[config.mk]
export PLATFORM = sky130hd
export DESIGN_NAME = ipv4_header_builder
export DESIGN_NICKNAME = d
export VERILOG_FILES = /design/src/hw/rtl/ihb_pkg.sv /design/src/hw/rtl/ipv4_header_builder.sv /design/src/hw/rtl/ihb_front.sv /design/src/hw/rtl/ihb_queue.sv /design/src/hw/rtl/ihb_back.sv
export SDC_FILE = /design/constraint.sdc
export NUM_CORES = 1
export LEC_CHECK = 0
export BUFFER_PORTS_ARGS = -buffer_cell sky130_fd_sc_hd__buf_2
export CAP_MARGIN = 20
export CORE_MARGIN = 4
export CORE_UTILIZATION = 38
export CTS_CLUSTER_SIZE = 24
export DETAILED_ROUTE_END_ITERATION = 16
export SLEW_MARGIN = 20
export SYNTH_ARGS = -nofsm -noshare
export SYNTH_HDL_FRONTEND = slang
export SYNTH_SLANG_ARGS = --single-unit
export TNS_END_PERCENT = 100
[constraint.sdc]
create_clock -name clk -period 8.2 [get_ports clk]
set_input_delay 0 -clock clk [delete_from_list [all_inputs] [get_ports clk]]
set_output_delay 0 -clock clk [all_outputs]
set_load 0.005 [all_outputs]
[src/hw/rtl/ihb_pkg.sv]
// Shared types and constants of the IPv4 header builder.
package ihb_pkg;

  localparam int          HDR_BYTES   = 20;
  localparam int          HDR_IDX_W   = 5;
  localparam int          CK_WORDS    = 9;
  localparam logic [15:0] MAX_PAYLOAD = 16'd65515;
  localparam logic [31:0] SUBNET_MASK = 32'hFFFF_FF00;
  localparam logic [7:0]  VER_IHL     = 8'h45;
  localparam logic [7:0]  FLAGS_DF    = 8'h40;
  localparam logic [7:0]  TTL_DEFAULT = 8'd64;
  localparam logic [7:0]  ZERO_BYTE   = 8'h00;

  localparam logic [HDR_IDX_W-1:0] HDR_LAST = HDR_IDX_W'(HDR_BYTES - 1);

  // Input function codes
  localparam logic FUNC_START   = 1'b0;
  localparam logic FUNC_PAYLOAD = 1'b1;

  // Register indexes on the configuration port
  localparam logic REG_LOCAL   = 1'b0;
  localparam logic REG_GATEWAY = 1'b1;

  // One unit of work handed from front to back
  typedef struct packed {
    logic        is_hdr;
    logic        last;
    logic [31:0] hop;
    logic [31:0] src;
    logic [31:0] dest;
    logic [15:0] total;
    logic [15:0] ident;
    logic [7:0]  proto;
    logic [7:0]  data;
  } desc_t;

endpackage

[src/hw/rtl/ipv4_header_builder.sv]
// Top level of the IPv4 header builder: configuration registers, front, queue, back.
// An accepted word enters the queue; its first byte then goes into the output register.
// Throughput: payload words at one per cycle unless output stalls; a start word holds the
// back end for its 20 header bytes; QUEUE_DEPTH-1 words wait behind it, then input stalls.
// Reset (synchronous, rst_n low): addresses, identification, remaining length, next hop,
// queue and output valid clear to zero; no clearing pass is needed.
module ipv4_header_builder
  import ihb_pkg::*;
#(
  parameter int QUEUE_DEPTH = 4
) (
  input  logic        clk,
  input  logic        rst_n,
  // input words
  input  logic        in_valid,
  output logic        in_ready,
  input  logic        in_func,
  input  logic [31:0] in_dest_address,
  input  logic [7:0]  in_proto_number,
  input  logic [15:0] in_payload_length,
  input  logic [7:0]  in_data_byte,
  // output words
  output logic        out_valid,
  input  logic        out_ready,
  output logic [7:0]  out_byte,
  output logic        out_header_flag,
  output logic [31:0] out_hop_address,
  output logic        out_packet_end,
  // APB-style configuration port
  input  logic        psel,
  input  logic        penable,
  input  logic        pwrite,
  input  logic [2:0]  paddr,
  input  logic [31:0] pwdata,
  output logic [31:0] prdata,
  output logic        pready
);

  logic [31:0] local_r, local_nxt;
  logic [31:0] gateway_r, gateway_nxt;
  logic        reg_sel;
  logic        cfg_write;

  logic  q_full;
  logic  q_push;
  desc_t q_push_desc;
  logic  q_pop;
  logic  q_valid;
  desc_t q_head;

  // Register map: one 32-bit register per word address; byte offset bits are ignored.
  assign pready    = 1'b1;
  assign reg_sel   = paddr[2];
  assign cfg_write = psel && penable && pwrite && pready;

  always_comb begin
    local_nxt   = local_r;
    gateway_nxt = gateway_r;
    if (cfg_write) begin
      unique case (reg_sel)
        REG_LOCAL:   local_nxt   = pwdata;
        REG_GATEWAY: gateway_nxt = pwdata;
        default:     local_nxt   = local_r;
      endcase
    end
  end

  always_comb begin
    unique case (reg_sel)
      REG_LOCAL:   prdata = local_r;
      REG_GATEWAY: prdata = gateway_r;
      default:     prdata = 32'h0;
    endcase
  end

  always_ff @(posedge clk) begin
    if (!rst_n) begin
      local_r   <= '0;
      gateway_r <= '0;
    end else begin
      local_r   <= local_nxt;
      gateway_r <= gateway_nxt;
    end
  end

  // Front: classify words, track identification, remaining length and next hop.
  ihb_front u_front (
    .clk               (clk),
    .rst_n             (rst_n),
    .in_valid          (in_valid),
    .in_ready          (in_ready),
    .in_func           (in_func),
    .in_dest_address   (in_dest_address),
    .in_proto_number   (in_proto_number),
    .in_payload_length (in_payload_length),
    .in_data_byte      (in_data_byte),
    .local_addr        (local_r),
    .gateway_addr      (gateway_r),
    .q_full            (q_full),
    .q_push            (q_push),
    .q_desc            (q_push_desc)
  );

  // Queue: hold descriptors so the front keeps accepting during header bursts.
  ihb_queue #(
    .DEPTH (QUEUE_DEPTH)
  ) u_queue (
    .clk       (clk),
    .rst_n     (rst_n),
    .push      (q_push),
    .push_desc (q_push_desc),
    .full      (q_full),
    .pop       (q_pop),
    .not_empty (q_valid),
    .head_desc (q_head)
  );

  // Back: serialize header bytes with checksum, pass payload bytes, register output.
  ihb_back u_back (
    .clk             (clk),
    .rst_n           (rst_n),
    .q_valid         (q_valid),
    .q_desc          (q_head),
    .q_pop           (q_pop),
    .out_valid       (out_valid),
    .out_ready       (out_ready),
    .out_byte        (out_byte),
    .out_header_flag (out_header_flag),
    .out_hop_address (out_hop_address),
    .out_packet_end  (out_packet_end)
  );

endmodule

[src/hw/rtl/ihb_front.sv]
// Front end: accept words, classify them and keep per-packet state.
module ihb_front
  import ihb_pkg::*;
(
  input  logic        clk,
  input  logic        rst_n,
  input  logic        in_valid,
  output logic        in_ready,
  input  logic        in_func,
  input  logic [31:0] in_dest_address,
  input  logic [7:0]  in_proto_number,
  input  logic [15:0] in_payload_length,
  input  logic [7:0]  in_data_byte,
  input  logic [31:0] local_addr,
  input  logic [31:0] gateway_addr,
  input  logic        q_full,
  output logic        q_push,
  output desc_t       q_desc
);

  logic [15:0] ident_r, ident_nxt;
  logic [15:0] left_r, left_nxt;
  logic [31:0] hop_r, hop_nxt;

  logic        accept;
  logic [15:0] plen;
  logic [15:0] total;
  logic [31:0] hop_new;

  assign in_ready = !q_full;
  assign accept   = in_valid && in_ready;

  always_comb begin
    plen    = (in_payload_length > MAX_PAYLOAD) ? MAX_PAYLOAD : in_payload_length;
    total   = plen + 16'(HDR_BYTES);
    hop_new = (|((in_dest_address ^ local_addr) & SUBNET_MASK)) ? gateway_addr
                                                                 : in_dest_address;
  end

  always_comb begin
    ident_nxt = ident_r;
    left_nxt  = left_r;
    hop_nxt   = hop_r;
    q_push    = 1'b0;
    q_desc    = '0;
    if (accept) begin
      if (in_func == FUNC_START) begin
        ident_nxt    = ident_r + 16'd1;
        left_nxt     = plen;
        hop_nxt      = hop_new;
        q_push       = 1'b1;
        q_desc.is_hdr = 1'b1;
        q_desc.last  = (plen == 16'd0);
        q_desc.hop   = hop_new;
        q_desc.src   = local_addr;
        q_desc.dest  = in_dest_address;
        q_desc.total = total;
        q_desc.ident = ident_r;
        q_desc.proto = in_proto_number;
      end else if (left_r != 16'd0) begin
        // drop stray bytes: only forward while payload is expected
        left_nxt     = left_r - 16'd1;
        q_push       = 1'b1;
        q_desc.last  = (left_r == 16'd1);
        q_desc.hop   = hop_r;
        q_desc.data  = in_data_byte;
      end
    end
  end

  always_ff @(posedge clk) begin
    if (!rst_n) begin
      ident_r <= '0;
      left_r  <= '0;
      hop_r   <= '0;
    end else begin
      ident_r <= ident_nxt;
      left_r  <= left_nxt;
      hop_r   <= hop_nxt;
    end
  end

endmodule

[src/hw/rtl/ihb_queue.sv]
// Short descriptor queue between front and back end.
module ihb_queue
  import ihb_pkg::*;
#(
  parameter int DEPTH = 4
) (
  input  logic  clk,
  input  logic  rst_n,
  input  logic  push,
  input  desc_t push_desc,
  output logic  full,
  input  logic  pop,
  output logic  not_empty,
  output desc_t head_desc
);

  localparam int PTR_W = (DEPTH > 1) ? $clog2(DEPTH) : 1;
  localparam int CNT_W = $clog2(DEPTH + 1);

  desc_t             slot_r [DEPTH];
  logic [PTR_W-1:0]  wr_ptr_r, wr_ptr_nxt;
  logic [PTR_W-1:0]  rd_ptr_r, rd_ptr_nxt;
  logic [CNT_W-1:0]  count_r, count_nxt;

  assign full      = (count_r == CNT_W'(DEPTH));
  assign not_empty = (count_r != '0);
  assign head_desc = slot_r[rd_ptr_r];

  always_comb begin
    wr_ptr_nxt = wr_ptr_r;
    rd_ptr_nxt = rd_ptr_r;
    count_nxt  = count_r;
    if (push) begin
      wr_ptr_nxt = (wr_ptr_r == PTR_W'(DEPTH - 1)) ? '0 : wr_ptr_r + 1'b1;
    end
    if (pop) begin
      rd_ptr_nxt = (rd_ptr_r == PTR_W'(DEPTH - 1)) ? '0 : rd_ptr_r + 1'b1;
    end
    if (push && !pop) begin
      count_nxt = count_r + 1'b1;
    end else if (pop && !push) begin
      count_nxt = count_r - 1'b1;
    end
  end

  always_ff @(posedge clk) begin
    if (push) begin
      slot_r[wr_ptr_r] <= push_desc;
    end
  end

  always_ff @(posedge clk) begin
    if (!rst_n) begin
      wr_ptr_r <= '0;
      rd_ptr_r <= '0;
      count_r  <= '0;
    end else begin
      wr_ptr_r <= wr_ptr_nxt;
      rd_ptr_r <= rd_ptr_nxt;
      count_r  <= count_nxt;
    end
  end

endmodule

[src/hw/rtl/ihb_back.sv]
// Back end: expand descriptors into bytes, fold the checksum, drive the output.
module ihb_back
  import ihb_pkg::*;
(
  input  logic        clk,
  input  logic        rst_n,
  input  logic        q_valid,
  input  desc_t       q_desc,
  output logic        q_pop,
  output logic        out_valid,
  input  logic        out_ready,
  output logic [7:0]  out_byte,
  output logic        out_header_flag,
  output logic [31:0] out_hop_address,
  output logic        out_packet_end
);

  logic [HDR_IDX_W-1:0] idx_r, idx_nxt;
  logic [15:0]          acc_r, acc_nxt;
  logic                 valid_r, valid_nxt;
  logic [7:0]           byte_r, byte_nxt;
  logic                 hdr_r, hdr_nxt;
  logic [31:0]          hop_r, hop_nxt;
  logic                 end_r, end_nxt;

  logic        load;
  logic [15:0] word;
  logic [15:0] acc_base;
  logic [16:0] acc_sum;
  logic [7:0]  hdr_byte;

  assign load = q_valid && (!valid_r || out_ready);

  // checksum word taken at header positions zero through eight
  always_comb begin
    unique case (idx_r)
      5'd0:    word = {VER_IHL, ZERO_BYTE};
      5'd1:    word = q_desc.total;
      5'd2:    word = q_desc.ident;
      5'd3:    word = {FLAGS_DF, ZERO_BYTE};
      5'd4:    word = {TTL_DEFAULT, q_desc.proto};
      5'd5:    word = q_desc.src[31:16];
      5'd6:    word = q_desc.src[15:0];
      5'd7:    word = q_desc.dest[31:16];
      5'd8:    word = q_desc.dest[15:0];
      default: word = 16'h0000;
    endcase
  end

  always_comb begin
    acc_base = (idx_r == '0) ? 16'h0000 : acc_r;
    acc_sum  = {1'b0, acc_base} + {1'b0, word};
  end

  always_comb begin
    unique case (idx_r)
      5'd0:    hdr_byte = VER_IHL;
      5'd1:    hdr_byte = ZERO_BYTE;
      5'd2:    hdr_byte = q_desc.total[15:8];
      5'd3:    hdr_byte = q_desc.total[7:0];
      5'd4:    hdr_byte = q_desc.ident[15:8];
      5'd5:    hdr_byte = q_desc.ident[7:0];
      5'd6:    hdr_byte = FLAGS_DF;
      5'd7:    hdr_byte = ZERO_BYTE;
      5'd8:    hdr_byte = TTL_DEFAULT;
      5'd9:    hdr_byte = q_desc.proto;
      5'd10:   hdr_byte = ~acc_r[15:8];
      5'd11:   hdr_byte = ~acc_r[7:0];
      5'd12:   hdr_byte = q_desc.src[31:24];
      5'd13:   hdr_byte = q_desc.src[23:16];
      5'd14:   hdr_byte = q_desc.src[15:8];
      5'd15:   hdr_byte = q_desc.src[7:0];
      5'd16:   hdr_byte = q_desc.dest[31:24];
      5'd17:   hdr_byte = q_desc.dest[23:16];
      5'd18:   hdr_byte = q_desc.dest[15:8];
      5'd19:   hdr_byte = q_desc.dest[7:0];
      default: hdr_byte = ZERO_BYTE;
    endcase
  end

  always_comb begin
    idx_nxt   = idx_r;
    acc_nxt   = acc_r;
    valid_nxt = valid_r && !out_ready;
    byte_nxt  = byte_r;
    hdr_nxt   = hdr_r;
    hop_nxt   = hop_r;
    end_nxt   = end_r;
    q_pop     = 1'b0;
    if (load) begin
      valid_nxt = 1'b1;
      hop_nxt   = q_desc.hop;
      if (q_desc.is_hdr) begin
        byte_nxt = hdr_byte;
        hdr_nxt  = 1'b1;
        end_nxt  = q_desc.last && (idx_r == HDR_LAST);
        if (idx_r < HDR_IDX_W'(CK_WORDS)) begin
          // end-around carry on every step
          acc_nxt = acc_sum[15:0] + 16'(acc_sum[16]);
        end
        if (idx_r == HDR_LAST) begin
          idx_nxt = '0;
          q_pop   = 1'b1;
        end else begin
          idx_nxt = idx_r + 1'b1;
        end
      end else begin
        byte_nxt = q_desc.data;
        hdr_nxt  = 1'b0;
        end_nxt  = q_desc.last;
        q_pop    = 1'b1;
      end
    end
  end

  always_ff @(posedge clk) begin
    if (!rst_n) begin
      idx_r   <= '0;
      valid_r <= 1'b0;
    end else begin
      idx_r   <= idx_nxt;
      valid_r <= valid_nxt;
    end
  end

  always_ff @(posedge clk) begin
    acc_r  <= acc_nxt;
    byte_r <= byte_nxt;
    hdr_r  <= hdr_nxt;
    hop_r  <= hop_nxt;
    end_r  <= end_nxt;
  end

  assign out_valid       = valid_r;
  assign out_byte        = byte_r;
  assign out_header_flag = hdr_r;
  assign out_hop_address = hop_r;
  assign out_packet_end  = end_r;

endmodule

=== Word level (Yosys, flattened, before mapping) ===
Memories as Yosys holds them, arrays and structs flattened. A register that Yosys moved wholly into a read port is not among the register bits.
Index checks and enable logic that the tools add are counted.

* Order comparisons: 2
* Muxes and demuxes: 34
* Eq/ne operators: 24
* Bitwise logic cells: 5
* Reduce and logical (&&, ||, !) cells: 27
* Add/subtract/negate cells: 10

{| class="wikitable"
|+ Operators with widths
! cell !! number
|-
| 146-bit 2-to-1 mux || 1
|-
| 16-bit case mux with 9 select lines || 1
|-
| 8-bit case mux with 17 select lines || 1
|-
| 104-bit 2-to-1 mux || 1
|-
| 33-bit 2-to-1 mux || 2
|-
| 16-bit 2-to-1 mux || 4
|-
| 32-bit case mux with 2 select lines || 1
|-
| 5-bit by 4-bit equality test with 1-bit output (second input constant) || 8
|-
| 32-bit 2-to-1 mux || 1
|-
| 32-bit XOR || 1
|-
| 8-bit 2-to-1 mux || 3
|-
| 24-bit OR reduction || 1
|-
| 5-bit by 3-bit equality test with 1-bit output (second input constant) || 4
|-
| 5-bit equality test (second input constant) || 4
|-
| 16-bit by 16-bit adder with 17-bit output || 1
|-
| 16-bit by 1-bit adder with 16-bit output || 1
|-
| 16-bit by 1-bit adder with 16-bit output (second input constant) || 1
|-
| 16-bit by 5-bit adder with 16-bit output (second input constant) || 1
|-
| 16-bit by 1-bit equality test with 1-bit output (second input constant) || 1
|-
| 16-bit > comparator (second input constant) || 1
|-
| 16-bit zero test || 1
|-
| 8-bit inverter || 2
|-
| 16-bit nonzero test || 1
|-
| 16-bit by 1-bit subtractor with 16-bit output (second input constant) || 1
|-
| other kinds (24) || 58
|}

* Memories: 1
* Output and inout port bits: 77
* Input bits: 107
* Register bits after elaboration: 199
* Logic and storage cells: 118
* Memory bits (writable): 584

{| class="wikitable"
|+ Memories
! name !! words !! bits a word !! rd ports !! clocked after Yosys merged registers in !! write ports !! RTL line !! RTL
|-
| u_queue.slot_r || 4 || 146 || 1 || 1 || 1 || ihb_queue.sv:20 || <nowiki>desc_t slot_r [DEPTH];</nowiki>
|}

=== Longest topological paths before layout ===
* Depth after elaboration: 8
* Depth in mapped cells: 24
* Mapped depth without buffers: 23

=== By module ===
A second synthesis with hierarchy kept.

* Cell total of the unflattened synthesis: 2370
* Area, all modules: 34428.0 µm²

{| class="wikitable"
|+ By module, submodules not included
! module !! area an instance (µm²) !! sequential area each (µm²) !! cells an instance !! times used
|-
| ihb_queue || 21519.4 || 17717.0 || 806 || 1
|-
| ihb_front || 5335.1 || 1281.2 || 781 || 1
|-
| ihb_back || 4763.3 || 1861.8 || 501 || 1
|-
| ipv4_header_builder || 2810.2 || 1281.2 || 282 || 1
|}

=== Worst setup path before layout ===
OpenSTA, ideal clock, no wires.

* Path kind: register to register
* From: register u_front.left_r[0]
* To: memory u_queue.slot_r[0][0] (netlist name) (enable)
* Path slack: 2467 ps
* Setup time: 523 ps
* Cell stages (with the launch flop): 12
* Buffers on the path: 3
* Period minus slack after synthesis: 5733 ps
* Required time: 7677 ps
* Arrival: 5210 ps
* Cells stage by stage: dfxtp_1 > inv_1 > ha_1 > and2_0 > clkbuf_1 > and3_1 > buf_2 > a21oi_1 > nor2_2 > inv_2 > clkbuf_1 > and2_1

* Cells in the longest elaborated chain, start to end: 6

{| class="wikitable"
|+ RTL lines
! what !! RTL line !! RTL
|-
| start: declaration || ihb_front.sv:22 || <nowiki>logic [15:0] left_r, left_nxt;</nowiki>
|-
| start signal: assignment || ihb_front.sv:78 || <nowiki>left_r <= left_nxt;</nowiki>
|-
| 16-bit nonzero test || ihb_front.sv:60 || <nowiki>end else if (left_r != 16'd0) begin</nowiki>
|-
| 1-bit 2-to-1 mux || ihb_front.sv:60 ||
|-
| 1-bit 2-to-1 mux || ihb_front.sv:47 || <nowiki>if (in_func == FUNC_START) begin</nowiki>
|-
| 1-bit 2-to-1 mux || ihb_front.sv:46 || <nowiki>if (accept) begin</nowiki>
|-
| net q_push || ipv4_header_builder.sv:45 || <nowiki>logic q_push;</nowiki>
|-
| 1-bit 2-to-1 mux || ihb_queue.sv:47 || <nowiki>if (push) begin</nowiki>
|-
| 1-bit 2-to-1 mux (implied by the code) || ihb_queue.sv:48 || <nowiki>slot_r[wr_ptr_r] <= push_desc;</nowiki>
|-
| end: declaration || ihb_queue.sv:20 ||
|}

The timed path passes the listed nets, and every way through them passes these cells.

==> results.cfg <==
[run_status]
status = finished, final reports clean

[sta]
slew_viol_final = 0
rsz0062_at_grt = false
fin_crit_sh_pct = 69.60
max_freq_ghz = 0.1752
finClkSkew_ns = 0.03578
setup_viol = 0
relSlewSlack_pct = 27.87
fin_crit_ns = 5.707
setup_tns_ns = 0
tightest_slew_ns = 1.078
finalHoldViolCount = 0

[floorplanning]
core.rowCount = 108
die_h_um = 305.1
ios = 184
fp.dieW_um = 305.1
die_area_mm2 = 0.09306
core_area_mm2 = 0.08716
start_util_pct = 38.48

[worst_setup_path]
r2r_cells = 19
crit_chain = buf_4 -> mux4_2 -> a22oi_1 -> nand4_1 -> ha_1 -> o21a_1 -> o31a_1 -> o21ai_1 -> a31oi_1 -> a31oi_1 -> nor2b_1 -> o21ai_0 -> nand2b_1 -> ha_1 -> and3_1 -> and4b_1 -> nand3_1 -> nor4_1 -> xnor3_1
reg2reg_to = u_back.acc_r[15]
critPathKind = reg2reg
start_kind = flop
reg2reg_slack_ns = 2.49
worst_path_max_delay_cell = dfxtp_4
cpPeakStageDelay_ns = 0.74
critPathTopFamily = simple AND/OR/NAND/NOR gates
path_max_fanout = 36
end_kind = flop
worstPathArrival_ns = 6.07
cp_data_required_time_ns = 8.56
cp_num_buf_inv = 1

[detailed_routing]
met1_length_um = 37330
wl_per_cell_um = 24.01
drcViolationCount = 0
met3_length_um = 4933
drt-vias-per-instance = 5.534
drtAntennaViolNets = 0
wl_met2_um = 44030
drt_wl_total_um = 89690
drt_iter0_drc = 2096
drtPass1Iterations = 6
top_layer_used = met5
vias = 20670

[place]
port_buffers = 180
place_area_mm2 = 0.03575
gp_congestion = 0.8923
hpwl_um = 58140

[yosys]
synth_area_per_cell_um2 = 14.90
synth_cell_types = 72
synthArstFlopShare_pct = 0
synth_edf_count = 642
ys.flop_type = edfxtp_1
yosys_warnings = 0
ys_seq_area_share_pct = 66.02
synthesis.area_mm2 = 0.03353
synth-seq-cells = 785
synthCells = 2251
syn_nets = 2394

[grt]
grt_use_total_pct = 18.90
grt-ovfl-total = 0
grt_pass1_vias = 21020
antenna_found_initial = 2
grt_pass1_wl_um = 134100
grt_max_degree = 116

[cts]
cts_max_level = 3
ctsRootBufferMaster = clkbuf_16
cts_tree = built
path_clk_slew_ns = 0.06
cts_made_buffers = 79
clockBufferDepth = 3
clock_sinks = 785
cts_resized = 0
clk_latency_ns = 0.62

[finish]
final_util_pct = 45.17
fin_nets = 2663
ff_latch_area_mm2 = 0.02215
multi_input_area_mm2 = 0.01082
final_area_mm2 = 0.03937
num-fill-cells = 7609
final_layout_size_suffix_gt1_share_pct = 20.74
syn_to_final_growth_pct = 17.40

[power]
ir_drop_uv = 188.5
p_per_area_mw_per_mm2 = 299.7
fin_total_pwr_mw = 11.80
p_leak_nw = 13.90

[min_path]
hold_path.class = in2reg
hold_end = gateway_r[11]
min_from = psel
whs_path_depth = 5

[job]
maxCapViolCount = 0
==> cells in the final DEF (no fill, tap or decap), drive strengths merged, types with 4 or more instances in the layout <==
master,netlist,final
edfxtp,642,642
nand2,243,243
buf,35,209
mux4,146,146
dfxtp,143,143
and2,132,132
dlygate4sd3,0,107
clkbuf,93,97
a22oi,91,91
nor2,77,77
a21boi,73,73
o21ai,55,55
a21oi,53,53
nand3,40,40
xnor2,39,39
mux2i,36,36
ha,34,34
inv,29,33
mux2,32,32
o211a,32,32
xor2,29,29
nor3,28,28
and3,26,26
clkinv,1,26
nand4,24,24
nor2b,16,16
nor4,11,11
o22ai,9,9
or3,8,8
bufinv,0,8
o21a,7,7
nand2b,7,7
clkinvlp,0,7
a31oi,6,6
o221a,6,6
a41oi,5,5
a21o,4,4
a211oi,4,4
==> kinds of logic (layout without fill, tap and decap cells) <==
kind of cell | Yosys count | in the layout | share of synthesized area, %
AO/OA/AOI/OAI | 367 | 367 | 7.850
XOR/XNOR | 69 | 69 | 1.843
adder cells (fa/ha/maj) | 36 | 36 | 1.388
buffers and inverters | 158 | 487 | 1.888
flip-flops | 785 | 785 | 66.02
multiplexers | 214 | 214 | 11.95
other | 1 | 2 | 0.01118
AND/OR/NAND/NOR | 621 | 621 | 9.040
==> stage by stage <==
step / hold slack (ns) / setup slack (ns) / cells
final: 0.07144 / 2.493 / 3736
after detailed placement: 0.2730 / 2.260 / 3487
after global routing: 0.07566 / 2.090 / 3735
after floorplan: 0.1449 / 2.467 / 2251
after global placement: 0.2647 / 2.333 / 3487
after CTS: 0.01934 / 2.225 / 3735
==> report_power, final <==
group          internal, mW  switching [mW]
clock network          2.07            1.49
registers              5.06           0.247
logic                  1.17            1.77
total                  8.30            3.50
==> tightest hold or removal path, delay by kind of cell <==
family,cells,cell delay (ns)
buffers and inverters,2,0.36
AOI/OAI and AO/OA,1,0.06
and+or+nand+nor,2,0.19
==> how the worst max path moves through the flow <==
stage | depth (start not counted) | end | start | slack, ns
6_report | 19 | u_back.acc_r[15] | flop | 2.49
3_3_place_gp | 23 | u_back.acc_r[15] | u_back.idx_r[0] | 2.33
2_1_floorplan | 11 | u_queue.slot_r[0][0] | u_front.left_r[0] | 2.47
3_5_place_dp | 23 | u_back.acc_r[15] | u_back.idx_r[0] | 2.26
4_1_cts | 23 | u_back.acc_r[15] | u_back.idx_r[0] | 2.22
5_1_grt | 19 | u_back.acc_r[15] | flop | 2.09
==> synthesized netlist by cell type, types with 36 or more instances <==
cell	count	area, µm²
dfxtp_1	143	2863
o21ai_0	53	265.3
nand3_1	39	195.2
mux2i_1	36	360.4
clkbuf_1	93	349.1
a21boi_0	71	533.0
and2_1	131	819.5
mux4_2	146	3288
nand2_1	243	912.1
a22oi_1	91	683.2
a21oi_1	52	260.3
nor2_1	76	285.3
edfxtp_1	642	19280
xnor2_1	39	341.6
==> state kept, by name, indices dropped and copies added, names as in the netlist, 2 cells and up, named ones only <==
name / count
local_r: 32
u_front.hop_r: 32
u_front.ident_r: 16
u_queue.count_r: 3
u_back.idx_r: 5
u_front.left_r: 16
gateway_r: 32
u_back.out_byte: 8
u_queue.rd_ptr_r: 2
u_queue.slot_r: 584
u_queue.wr_ptr_r: 2
u_back.acc_r: 16
u_back.out_hop_address: 32
==> routing by layer <==
| metal | track usage [%] | vias to the layer above |
|---|---|---|
| li1 | - | 9187 |
| met5 | 0 | - |
| met4 | 7.240 | 4 |
| met1 | 25.03 | 10550 |
| met3 | 2.812 | 189 |
| met2 | 31.62 | 740 |
==> what timing repair did <==
item,4_1_cts,5_1_grt
hold endpoints to repair,380,0
buffers inserted,0,0
hold buffers,107,0
==> area by class of cell <==
type,count,share of cell area (%)
clock inverters,44,1.166
well taps,1155,3.671
inverters,30,0.2924
multi-input cells,1308,27.49
diodes,1,0.006356
clock buffers,97,5.298
flip-flops and latches,785,56.26
repair buffers,316,5.822
Note: power is estimated with default switching activity, not from simulation.
